<file path="config.mk">
export PLATFORM = sky130hd
export DESIGN_NAME = wheel_speed_balance_pid
export DESIGN_NICKNAME = d
export VERILOG_FILES = /design/src/hw/rtl/wsbp_pkg.sv /design/src/hw/rtl/wheel_speed_balance_pid.sv
export SDC_FILE = /design/constraint.sdc
export NUM_CORES = 2
export LEC_CHECK = 0
export BUFFER_PORTS_ARGS = -buffer_cell sky130_fd_sc_hd__buf_2
export CORE_ASPECT_RATIO = 0.7
export CORE_MARGIN = 3
export CORE_UTILIZATION = 40
export CTS_CLUSTER_DIAMETER = 60
export DETAILED_ROUTE_END_ITERATION = 7
export PLACE_DENSITY = 0.63
export SLEW_MARGIN = 40
export SYNTH_ARGS = -nofsm -noshare
export SYNTH_HDL_FRONTEND = slang
export SYNTH_SLANG_ARGS = --single-unit
</file>
<file path="constraint.sdc">
create_clock -name clk_i -period 16.8 [get_ports clk_i]
set_input_delay 3.36 -clock clk_i [delete_from_list [all_inputs] [get_ports clk_i]]
set_output_delay 3.36 -clock clk_i [all_outputs]
set_load 0.02 [all_outputs]
</file>
<file path="src/hw/rtl/wsbp_pkg.sv">
// Shared constants and types for the wheel speed balancing PID controller.
package wsbp_pkg;

  // Fixed field widths
  localparam int unsigned SpeedW = 16;
  localparam int unsigned GainW  = 16;
  localparam int unsigned DriveW = 32;
  localparam int unsigned ErrW   = SpeedW + 1;  // sum of two speeds
  localparam int unsigned DpW    = ErrW + 1;    // first difference
  localparam int unsigned DdW    = ErrW + 2;    // second difference
  localparam int unsigned DeltaW = 37;          // |delta| < 7 * 2^32

  localparam int unsigned GainFracBitsDefault = 8;

  // Gain reset values, Q8.8
  localparam logic [GainW-1:0] GainPReset = 16'd640;  // 2.5
  localparam logic [GainW-1:0] GainIReset = 16'd51;   // ~0.2
  localparam logic [GainW-1:0] GainDReset = 16'd384;  // 1.5

  localparam int unsigned CfgIdxW = 2;

  typedef enum logic [CfgIdxW-1:0] {
    REG_GAIN_P = 2'd0,
    REG_GAIN_I = 2'd1,
    REG_GAIN_D = 2'd2
  } cfg_reg_e;

endpackage

</file>
<file path="src/hw/rtl/wheel_speed_balance_pid.sv">
// Top level of the wheel speed balancing incremental PID controller.
//
// Usage
//   Input channel (in_valid_i / in_ready_o) carries one request per control
//   tick: a pair of signed wheel speeds. The wheel of larger magnitude is the
//   target, the other the measured value; on a tie the previous pair is kept.
//   Output channel (out_valid_o / out_ready_i) returns one request per input:
//   the integer part of the PID accumulator and a flag set when it clamped.
//   Gains are written over the plain write port (cfg_we_i, cfg_index_i,
//   cfg_data_i) while the block is idle; unknown indexes are dropped.
// Timing
//   Four register stages: input, error terms, gain products, accumulator and
//   output. After acceptance a request passes the error term, gain product
//   and output registers. One request per cycle is sustained while out_ready_i
//   is high; the error history and the accumulator add-and-clamp are feedback loops.
// Stalls and reset
//   Each stage holds while the one after it is full and stalled, so bubbles
//   still close up and a new request is taken while a result waits. When all
//   stages are full and the receiver stalls, in_ready_o drops.
//   Reset clears the speed and error history, the accumulator and all valid
//   flags, and loads the default gains (2.5, ~0.2, 1.5).
module wheel_speed_balance_pid #(
  parameter int unsigned GAIN_FRAC_BITS = wsbp_pkg::GainFracBitsDefault
) (
  input  logic                                 clk_i,
  input  logic                                 rst_ni,
  // configuration write port
  input  logic                                 cfg_we_i,
  input  logic [wsbp_pkg::CfgIdxW-1:0]         cfg_index_i,
  input  logic [wsbp_pkg::GainW-1:0]           cfg_data_i,
  // input channel
  input  logic                                 in_valid_i,
  output logic                                 in_ready_o,
  input  logic signed [wsbp_pkg::SpeedW-1:0]   speed_a_i,
  input  logic signed [wsbp_pkg::SpeedW-1:0]   speed_b_i,
  // output channel
  output logic                                 out_valid_o,
  input  logic                                 out_ready_i,
  output logic signed [wsbp_pkg::DriveW-1:0]   drive_value_o,
  output logic                                 saturated_o
);

  localparam int unsigned SpeedW = wsbp_pkg::SpeedW;
  localparam int unsigned GainW  = wsbp_pkg::GainW;
  localparam int unsigned ErrW   = wsbp_pkg::ErrW;
  localparam int unsigned DpW    = wsbp_pkg::DpW;
  localparam int unsigned DdW    = wsbp_pkg::DdW;
  localparam int unsigned DeltaW = wsbp_pkg::DeltaW;
  localparam int unsigned DriveW = wsbp_pkg::DriveW;
  localparam int unsigned AccW   = DriveW + GAIN_FRAC_BITS;
  localparam int unsigned SumW   = ((AccW > DeltaW) ? AccW : DeltaW) + 1;

  localparam logic signed [AccW-1:0] AccMax = {1'b0, {(AccW-1){1'b1}}};
  localparam logic signed [AccW-1:0] AccMin = {1'b1, {(AccW-1){1'b0}}};
  localparam logic [AccW-1:0] FracMask =
    {{(AccW-GAIN_FRAC_BITS){1'b0}}, {GAIN_FRAC_BITS{1'b1}}};

  // ---------------------------------------------------------------------
  // Gain registers
  // ---------------------------------------------------------------------
  logic [GainW-1:0] gain_p_q, gain_i_q, gain_d_q;
  logic             gains_zero;

  always_ff @(posedge clk_i or negedge rst_ni) begin
    if (!rst_ni) begin
      gain_p_q <= wsbp_pkg::GainPReset;
      gain_i_q <= wsbp_pkg::GainIReset;
      gain_d_q <= wsbp_pkg::GainDReset;
    end else if (cfg_we_i) begin
      case (cfg_index_i)
        wsbp_pkg::REG_GAIN_P: gain_p_q <= cfg_data_i;
        wsbp_pkg::REG_GAIN_I: gain_i_q <= cfg_data_i;
        wsbp_pkg::REG_GAIN_D: gain_d_q <= cfg_data_i;
        default: ;
      endcase
    end
  end

  assign gains_zero = (gain_p_q == '0) && (gain_i_q == '0) && (gain_d_q == '0);

  // ---------------------------------------------------------------------
  // Handshake chain: a stage takes new data when empty or when it empties
  // ---------------------------------------------------------------------
  logic s1_valid_q, s2_valid_q, s3_valid_q, out_valid_q;
  logic out_free, s3_free, s2_free, s1_free;
  logic s1_fire, s2_fire, s3_fire;

  assign out_free   = !out_valid_q || out_ready_i;
  assign s3_free    = !s3_valid_q || out_free;
  assign s2_free    = !s2_valid_q || s3_free;
  assign s1_free    = !s1_valid_q || s2_free;
  assign in_ready_o = s1_free;

  assign s1_fire = s1_valid_q && s2_free;  // stage 1 -> stage 2
  assign s2_fire = s2_valid_q && s3_free;  // stage 2 -> stage 3
  assign s3_fire = s3_valid_q && out_free; // stage 3 -> output

  always_ff @(posedge clk_i or negedge rst_ni) begin
    if (!rst_ni) begin
      s1_valid_q  <= 1'b0;
      s2_valid_q  <= 1'b0;
      s3_valid_q  <= 1'b0;
      out_valid_q <= 1'b0;
    end else begin
      if (s1_free) s1_valid_q  <= in_valid_i;
      if (s2_free) s2_valid_q  <= s1_valid_q;
      if (s3_free) s3_valid_q  <= s2_valid_q;
      if (out_free) out_valid_q <= s3_valid_q;
    end
  end

  // ---------------------------------------------------------------------
  // Stage 1: input register
  // ---------------------------------------------------------------------
  logic signed [SpeedW-1:0] s1_a_q, s1_b_q;

  always_ff @(posedge clk_i) begin
    if (in_valid_i && s1_free) begin
      s1_a_q <= speed_a_i;
      s1_b_q <= speed_b_i;
    end
  end

  // ---------------------------------------------------------------------
  // Stage 1 -> 2: wheel selection, error and its differences
  // ---------------------------------------------------------------------
  logic signed [SpeedW-1:0] target_q, measured_q, target_d, measured_d;
  logic signed [ErrW-1:0]   err_prev_q, err_prev2_q, err_d;
  logic [ErrW-1:0]          mag_a, mag_b;
  logic signed [DpW-1:0]    dp_d, dp_q;
  logic signed [ErrW-1:0]   di_q;
  logic signed [DdW-1:0]    dd_d, dd_q;

  // magnitude of -32768 comes out as 32768, larger than any other
  assign mag_a = s1_a_q[SpeedW-1] ? (ErrW'(0) - {1'b1, s1_a_q}) : {1'b0, s1_a_q};
  assign mag_b = s1_b_q[SpeedW-1] ? (ErrW'(0) - {1'b1, s1_b_q}) : {1'b0, s1_b_q};

  always_comb begin
    target_d   = target_q;
    measured_d = measured_q;
    if (mag_a > mag_b) begin
      target_d   = s1_a_q;
      measured_d = s1_b_q;
    end else if (mag_a < mag_b) begin
      target_d   = s1_b_q;
      measured_d = s1_a_q;
    end
  end

  assign err_d = $signed({target_d[SpeedW-1], target_d})
               + $signed({measured_d[SpeedW-1], measured_d});

  assign dp_d = $signed({err_d[ErrW-1], err_d})
              - $signed({err_prev_q[ErrW-1], err_prev_q});

  assign dd_d = $signed({{2{err_d[ErrW-1]}}, err_d})
              - $signed({err_prev_q[ErrW-1], err_prev_q, 1'b0})
              + $signed({{2{err_prev2_q[ErrW-1]}}, err_prev2_q});

  always_ff @(posedge clk_i or negedge rst_ni) begin
    if (!rst_ni) begin
      target_q    <= '0;
      measured_q  <= '0;
      err_prev_q  <= '0;
      err_prev2_q <= '0;
    end else if (s1_fire) begin
      target_q    <= target_d;
      measured_q  <= measured_d;
      err_prev_q  <= err_d;
      err_prev2_q <= err_prev_q;
    end
  end

  always_ff @(posedge clk_i) begin
    if (s1_fire) begin
      dp_q <= dp_d;
      di_q <= err_d;
      dd_q <= dd_d;
    end
  end

  // ---------------------------------------------------------------------
  // Stage 2 -> 3: gain products, one multiplier per term
  // ---------------------------------------------------------------------
  logic signed [DeltaW-1:0] prod_p_d, prod_i_d, prod_d_d;
  logic signed [DeltaW-1:0] prod_p_q, prod_i_q, prod_d_q;

  assign prod_p_d = DeltaW'($signed({1'b0, gain_p_q})) * DeltaW'(dp_q);
  assign prod_i_d = DeltaW'($signed({1'b0, gain_i_q})) * DeltaW'(di_q);
  assign prod_d_d = DeltaW'($signed({1'b0, gain_d_q})) * DeltaW'(dd_q);

  always_ff @(posedge clk_i) begin
    if (s2_fire) begin
      prod_p_q <= prod_p_d;
      prod_i_q <= prod_i_d;
      prod_d_q <= prod_d_d;
    end
  end

  // ---------------------------------------------------------------------
  // Stage 3 -> output: accumulate with clamp
  // ---------------------------------------------------------------------
  logic signed [DeltaW-1:0] delta;
  logic signed [SumW-1:0]   sum;
  logic signed [AccW-1:0]   acc_q, acc_d;
  logic                     ovf, sat_d, saturated_q;

  assign delta = prod_p_q + prod_i_q + prod_d_q;
  assign sum   = $signed({{(SumW-AccW){acc_q[AccW-1]}}, acc_q})
               + $signed({{(SumW-DeltaW){delta[DeltaW-1]}}, delta});

  // overflow when the bits above the accumulator's sign differ from it
  assign ovf = (sum[SumW-1:AccW-1] != {(SumW-AccW+1){1'b0}})
            && (sum[SumW-1:AccW-1] != {(SumW-AccW+1){1'b1}});

  always_comb begin
    acc_d = sum[AccW-1:0];
    sat_d = 1'b0;
    if (gains_zero) begin
      acc_d = '0;
    end else if (ovf) begin
      acc_d = sum[SumW-1] ? AccMin : AccMax;
      sat_d = 1'b1;
    end
  end

  always_ff @(posedge clk_i or negedge rst_ni) begin
    if (!rst_ni) begin
      acc_q <= '0;
    end else if (s3_fire) begin
      acc_q <= acc_d;
    end
  end

  always_ff @(posedge clk_i) begin
    if (s3_fire) begin
      saturated_q <= sat_d;
    end
  end

  // integer part, truncated toward zero: bias negatives before the shift
  logic [AccW-1:0] acc_biased;

  assign acc_biased    = acc_q + (acc_q[AccW-1] ? FracMask : '0);
  assign drive_value_o = $signed(acc_biased[AccW-1:GAIN_FRAC_BITS]);
  assign saturated_o   = saturated_q;
  assign out_valid_o   = out_valid_q;

  // ---------------------------------------------------------------------
  // Assertions
  // ---------------------------------------------------------------------
`ifndef SYNTHESIS
  // a clamped result leaves the accumulator at one of its limits
  a_sat_at_limit: assert property (@(posedge clk_i) disable iff (!rst_ni)
    (out_valid_q && saturated_q) |-> ((acc_q == AccMax) || (acc_q == AccMin)))
    else $error("saturated flag without accumulator at a limit");

  // all gains zero clears the accumulator and never clamps
  a_zero_gain_clear: assert property (@(posedge clk_i) disable iff (!rst_ni)
    (s3_fire && gains_zero) |=> ((acc_q == '0) && !saturated_q))
    else $error("zero gains did not clear the accumulator");

  // back-pressure only when every stage holds a request
  a_ready_full: assert property (@(posedge clk_i) disable iff (!rst_ni)
    !in_ready_o |-> (s1_valid_q && s2_valid_q && s3_valid_q && out_valid_q))
    else $error("input stalled with a free stage");
`endif

endmodule
</file>
Word-level counts from Yosys, hierarchy flattened
Index checks and enable logic that the tools add are counted. W data, S select, Z words.

$add $sub $neg: 10. Multiply operators: 3. Magnitude comparators: 2. Equal/unequal tests: 3. Multiplexer cells: 11. Reduce and logical (&&, ||, !) cells: 23.

Operator list (number): $mux W40 (3); $add A37 B37 Y37 (2); $mux W16 (4); $logic_not A16 Y1 (3); $add A40 B37 Y41 (1); $add A40 B8 Y40 (1); $mul A17 B19 Y36 (1); $mul A17 B18 Y35 (1); $mul A17 B17 Y34 (1); $mux W17 (2); $sub A1 B17 Y17 const A (2); $add A19 B17 Y19 (1); $sub A17 B18 Y19 (1); $sub A17 B17 Y18 (1); $add A16 B16 Y17 (1); $gt A17 B17 Y1 (1); $lt A17 B17 Y1 (1); $mux W8 (1); $logic_and A1 B1 Y1 (7); $reduce_and A2 Y1 (3); $logic_not A1 Y1 (4); $logic_or A1 B1 Y1 (4); $eq A2 B1 Y1 const B (1); $eq A2 B2 Y1 const B (1); 4 further kinds (4).

Register bits after elaboration: 356. Input port bits: 55. Output and inout port bits: 35. Word-level logic and storage cells: 73.

Longest topological paths before layout
Word-level depth: 8. Mapped depth: 37. Gate-level depth less buffers: 36.

Worst setup path before layout
Ideal clock, no wire load.

Kind: register -> register. Start: reg s1_a_q[7]. End: reg dd_q[18], data pin. Setup time: 0.260 ns. Arrival time: 7.883 ns. Required time: 16.540 ns. Path slack: 8.657 ns. Cell stages (with the launch flop): 34. Buffers on the path: 1. Period minus slack after synthesis: 8.143 ns. Cell sequence: edfxtp_1 -> or4_1 -> or4_1 -> o21ai_0 -> xnor2_1 -> ha_1 -> a21o_1 -> a21o_1 -> a21oi_1 -> o21ai_0 -> a21oi_1 -> clkbuf_1 -> mux2i_1 -> inv_1 -> ha_1 -> a21o_1 -> a21oi_1 -> nand2b_1 -> a21boi_0 -> o311a_1 -> a311o_1 -> nand2_1 -> xnor2_1 -> inv_1 -> fa_1 -> inv_1 -> ha_1 -> or2_2 -> a21oi_1 -> a31oi_1 -> and4_1 -> a2111oi_0 -> a21oi_1 -> xnor2_1.

Word-level cells in the longest chain between the ends: 8.

RTL lines: from (decl) (RTL line wheel_speed_balance_pid.sv:115) `logic signed [SpeedW-1:0] s1_a_q, s1_b_q;`; from (signal assigned) (RTL line wheel_speed_balance_pid.sv:119) `s1_a_q <= speed_a_i;`; $sub A1 B17 Y17 (RTL line wheel_speed_balance_pid.sv:135) `assign mag_a = s1_a_q[SpeedW-1] ? (ErrW'(0) - {1'b1, s1_a_q}) : {1'b0, s1_a_q};`; $mux W17 * (RTL line wheel_speed_balance_pid.sv:135); $lt A17 B17 Y1 (RTL line wheel_speed_balance_pid.sv:144) `end else if (mag_a < mag_b) begin`; $mux W16 (RTL line wheel_speed_balance_pid.sv:144); $mux W16 * (RTL line wheel_speed_balance_pid.sv:141) `if (mag_a > mag_b) begin`; via target_d[1] (RTL line wheel_speed_balance_pid.sv:127) `logic signed [SpeedW-1:0] target_q, measured_q, target_d, measured_d;`; $add A16 B16 Y17 * (RTL line wheel_speed_balance_pid.sv:151) `+ $signed({measured_d[SpeedW-1], measured_d});`; via err_d[11] (RTL line wheel_speed_balance_pid.sv:128) `logic signed [ErrW-1:0] err_prev_q, err_prev2_q, err_d;`; $sub A17 B18 Y19 * (RTL line wheel_speed_balance_pid.sv:157) `- $signed({err_prev_q[ErrW-1], err_prev_q, 1'b0})`; $add A19 B17 Y19 * (RTL line wheel_speed_balance_pid.sv:158) `+ $signed({{2{err_prev2_q[ErrW-1]}}, err_prev2_q});`; via dd_d[18] (RTL line wheel_speed_balance_pid.sv:132) `logic signed [DdW-1:0] dd_d, dd_q;`; to (signal assigned) (RTL line wheel_speed_balance_pid.sv:178) `dd_q <= dd_d;`; to (decl) (RTL line wheel_speed_balance_pid.sv:132).

Mark *: on every way through the listed nets, which the timed path passes. The rest lies on a longest branch. A chain may end at the register's enable or synchronous reset.

Final worst setup path
Start: reg s1_b_q[2]. End: reg dd_q[17], data pin.

Word-level cells in the longest chain between the ends: 8.

RTL lines: from (decl) (RTL line wheel_speed_balance_pid.sv:115); from (signal assigned) (RTL line wheel_speed_balance_pid.sv:120) `s1_b_q <= speed_b_i;`; $sub A1 B17 Y17 (RTL line wheel_speed_balance_pid.sv:136) `assign mag_b = s1_b_q[SpeedW-1] ? (ErrW'(0) - {1'b1, s1_b_q}) : {1'b0, s1_b_q};`; $mux W17 * (RTL line wheel_speed_balance_pid.sv:136); $lt A17 B17 Y1 (RTL line wheel_speed_balance_pid.sv:144); $mux W16 (RTL line wheel_speed_balance_pid.sv:144); $mux W16 * (RTL line wheel_speed_balance_pid.sv:141); via target_d[0] (RTL line wheel_speed_balance_pid.sv:127); $add A16 B16 Y17 * (RTL line wheel_speed_balance_pid.sv:151); $sub A17 B18 Y19 * (RTL line wheel_speed_balance_pid.sv:157); $add A19 B17 Y19 * (RTL line wheel_speed_balance_pid.sv:158); via dd_d[17] (RTL line wheel_speed_balance_pid.sv:132).

Marks and branches as above.

==> impl_results.md <==
* Die height at about 310 µm
* Gr usage total at 0.2072
* Mux share of post-synthesis cell area at 0.03149
* Synth Area in Compound Gates at 0.07575
* Total CTS buffers at 39
* Placer Congestion at ~0.89
* CP Buf/Inv Count at 4
* Critical Path Source Type: flop
* Relative slew slack at 0.3810
* CORE AREA at ~130,000 µm²
* EDFF count, synth at between 150 and 200
* Seq cells post-synth at 350
* Final nets at 6,853
* Max incr delay on CP at between 0.6 and 0.7 ns
* R2R Path Start: s1_b_q[2]
* DR vias at between 30,000 and 40,000
* Sequential area share after synthesis at 0.1844
* Fmax at between 0.1 and 0.15 GHz
* Drt first pass iters at 6
* Slew @ Worst Pin at between 0.9 and 1 ns
* Period Utilization, post-route at 0.5526
* Avg WL per Cell at between 15 and 20 µm
* Routed length on met3 at between 10,000 and 15,000 µm
* Met2 routed WL at about 57,000 µm
* Worst R2R End: dd_q[17]
* Row count at 110
* # DRC at 0
* Multi-input gate area at 38,460 µm²
* Cts repair resizes at 0
* Fraction of layout cells with a size suffix above 1 at 0.07450
* Synth top area share at 0.3285
* Root buffer cell: clkbuf_16
* Ranking of synthesized cells by area: fa_1, edfxtp_1, ha_1
* Dpl hpwl at approximately 110,000 µm
* Die area at roughly 140,000 µm²
* Pin count of the biggest net entering global routing at between 60 and 70
* Worst skew pair latency at 0.62 ns
* Kind of critical path: flop to flop
* CTS Hold Bufs at 0
* CP most frequent cell: o21ai_0
* Synth Area in Simple Gates at 0.1414
* H-tree levels at 2
* Average size of a mapped cell at about 9.6 µm²
* Clock transition at path regs at approximately 0.060 ns
* WP data arrival at approximately 9.7 ns
* FF-to-FF setup slack at about 7.5 ns
* Met1 WL at approximately 66,000 µm
* Iteration-0 DRC count of the detailed router at about 2,800
* Min-Delay Path Depth at 2
* GRT Residual Overflow at 0
* Detailed Route WL at around 140,000 µm
* Post-Synth XOR/XNOR Area at 0.04050
* Final setup TNS at 0 ns
* Hold_sp: err_prev2_q[16]
* Syn Nets at a little under 7,000
* Ys async rst share at 0.4514
* Crit-path max FO at 32
* Final worst path period need at around 9.3 ns
* Die width at about 440 µm
* Clock skew at 0.07024 ns
* Cell family with most CP delay: compound AO/OA/AOI/OAI gates
* CTS tree: built
* Yosys warns at 0
* Boundary pin count at 90
* Most common cell after layout, fill and taps aside: inv_1
* Status: complete, no violations
* Max-slew violation count at 0
* # fillers at 12,390
* Critical Path RT at around 17 ns
* First-pass GRT wire length at between 200,000 and 250,000 µm
* Highest metal used: met5
* Sink Count at 350
* Most frequent cells in the layout: inv_1, fa_1, nand2_1, ha_1, and2_1
* Min-Delay Path Class: flop to flop
* Post-synthesis adder-cell area fraction at 0.4376
* Port bufs at 89
* Post-CTS setup buffers at 0
* Post-synth cell types at between 80 and 90
* Setup Viol. Count Final at 0
* RSZ-0062 raised after global routing: false
* Area delta synth->final at 7.251%
* Hold Vio Cnt, Final at 0
* Synth Flop Type: edfxtp_1
* Syn Inst Count at 5,477
* Final antenna-violating net count at 0
* Worst Hold End: err_prev2_q[16]
* Leading area contributor after synthesis: fa_1
* Worst R2R Path Depth at 34
* DR vias/cell at slightly above 5
* Clock Tree Buf Depth at 3
* Main combinational cell family by area after synthesis: adder cells
* MaxCap Viol Count at 0
* Post-Syn Area at around 53,000 µm²
* Crit end category: flop
* Slowest CP cell: or4b_2
* Starting Density at 0.4066
* Initial antenna violation count at 7
* Vias in the first global route at 39,120
* Register area at 9753 µm²
## area by class of cell
type | instances | share of cell area
diodes | 4 | 0.0001769
clock buffers | 49 | 0.01826
clock inverters | 23 | 0.005129
inverters | 1051 | 0.06975
multi-input cells | 3886 | 0.6795
flip-flops and latches | 350 | 0.1723
well taps | 1736 | 0.03838
repair buffers | 144 | 0.01649
## cells by family after synthesis
group           after synthesis
buf+inv                    1241
other cells                   2
simple gates               1542
mux                         149
flops                       350
fa+ha+maj                  1326
xor+xnor                    244
compound gates              623
## how the worst max path moves through the flow
stage	start	end	slack, ns	cells past startpoint
2_1_floorplan	s1_a_q[7]	dd_q[18]	8.66	33
3_3_place_gp	s1_b_q[2]	dd_q[17]	7.71	34
3_5_place_dp	s1_b_q[2]	dd_q[18]	7.62	35
4_1_cts	s1_b_q[2]	dd_q[17]	7.54	34
5_1_grt	s1_b_q[2]	dd_q[17]	6.55	34
6_report	s1_b_q[2]	dd_q[17]	7.52	34
## sequential cells by signal, summed over array words and instances, names as in the netlist, 17 cells and up
register	cells
acc_q	40
prod_p_q	35
di_q	17
dp_q	18
dd_q	19
err_prev_q	17
err_prev2_q	17
prod_d_q	36
prod_i_q	34
## routing by layer
metal	global-route usage	up-vias
met5	0	-
met2	0.3095	1138
met1	0.3119	19040
met3	0.04868	108
li1	-	17240
met4	0.03027	2
## cells in the mapped netlist (5+ instances only)
master        n
a21o_1       83
dfrtp_1     150
nor4_1       21
inv_1      1050
a21oi_1     169
xor2_1       64
o22ai_1       6
or3_1        18
o211ai_1     15
a21boi_0      9
dfstp_2       8
o21bai_1     19
a211o_1       9
nor2_1      179
buf_1         6
o21ai_2       6
nand4_1      23
and4_1        7
nor3_1       58
nand3_1      56
o21ai_0     158
o41ai_1       8
a31oi_1      15
and3_1       34
ha_1        460
fa_1        866
edfxtp_1    192
mux2_2      136
mux2i_1      13
a2111oi_0     9
o31ai_1      16
a211oi_1     12
nand2b_1     48
xnor2_1     180
and2_1      381
nor2b_1      34
or2_2         5
a31o_2        9
o21a_1       36
nand2_1     660
or4_1         5
clkbuf_1    176
## tightest hold or removal path, stage by stage, from the launching register on
cell	delay, ns
dfrtp_1	0.34
nand2_1	0.04
o21ai_0	0.06
## through the flow
step | instance area, µm² | hold slack, ns | util | std cells | setup WS, ns
after global routing | 56590 | 0.5227 | 0.4360 | 7239 | 6.549
after floorplan | 52770 | 0.4460 | - | 5477 | 8.657
final | 56600 | 0.4855 | 0.4361 | 7243 | 7.516
after detailed placement | 55030 | 0.4761 | 0.4240 | 7153 | 7.620
after CTS | 56350 | 0.4899 | 0.4342 | 7225 | 7.543
after global placement | 54990 | 0.4636 | 0.4237 | 7152 | 7.713
Power is not shown: default switching activity piles up to over one toggle a cycle in this logic, so the estimate is an artifact.
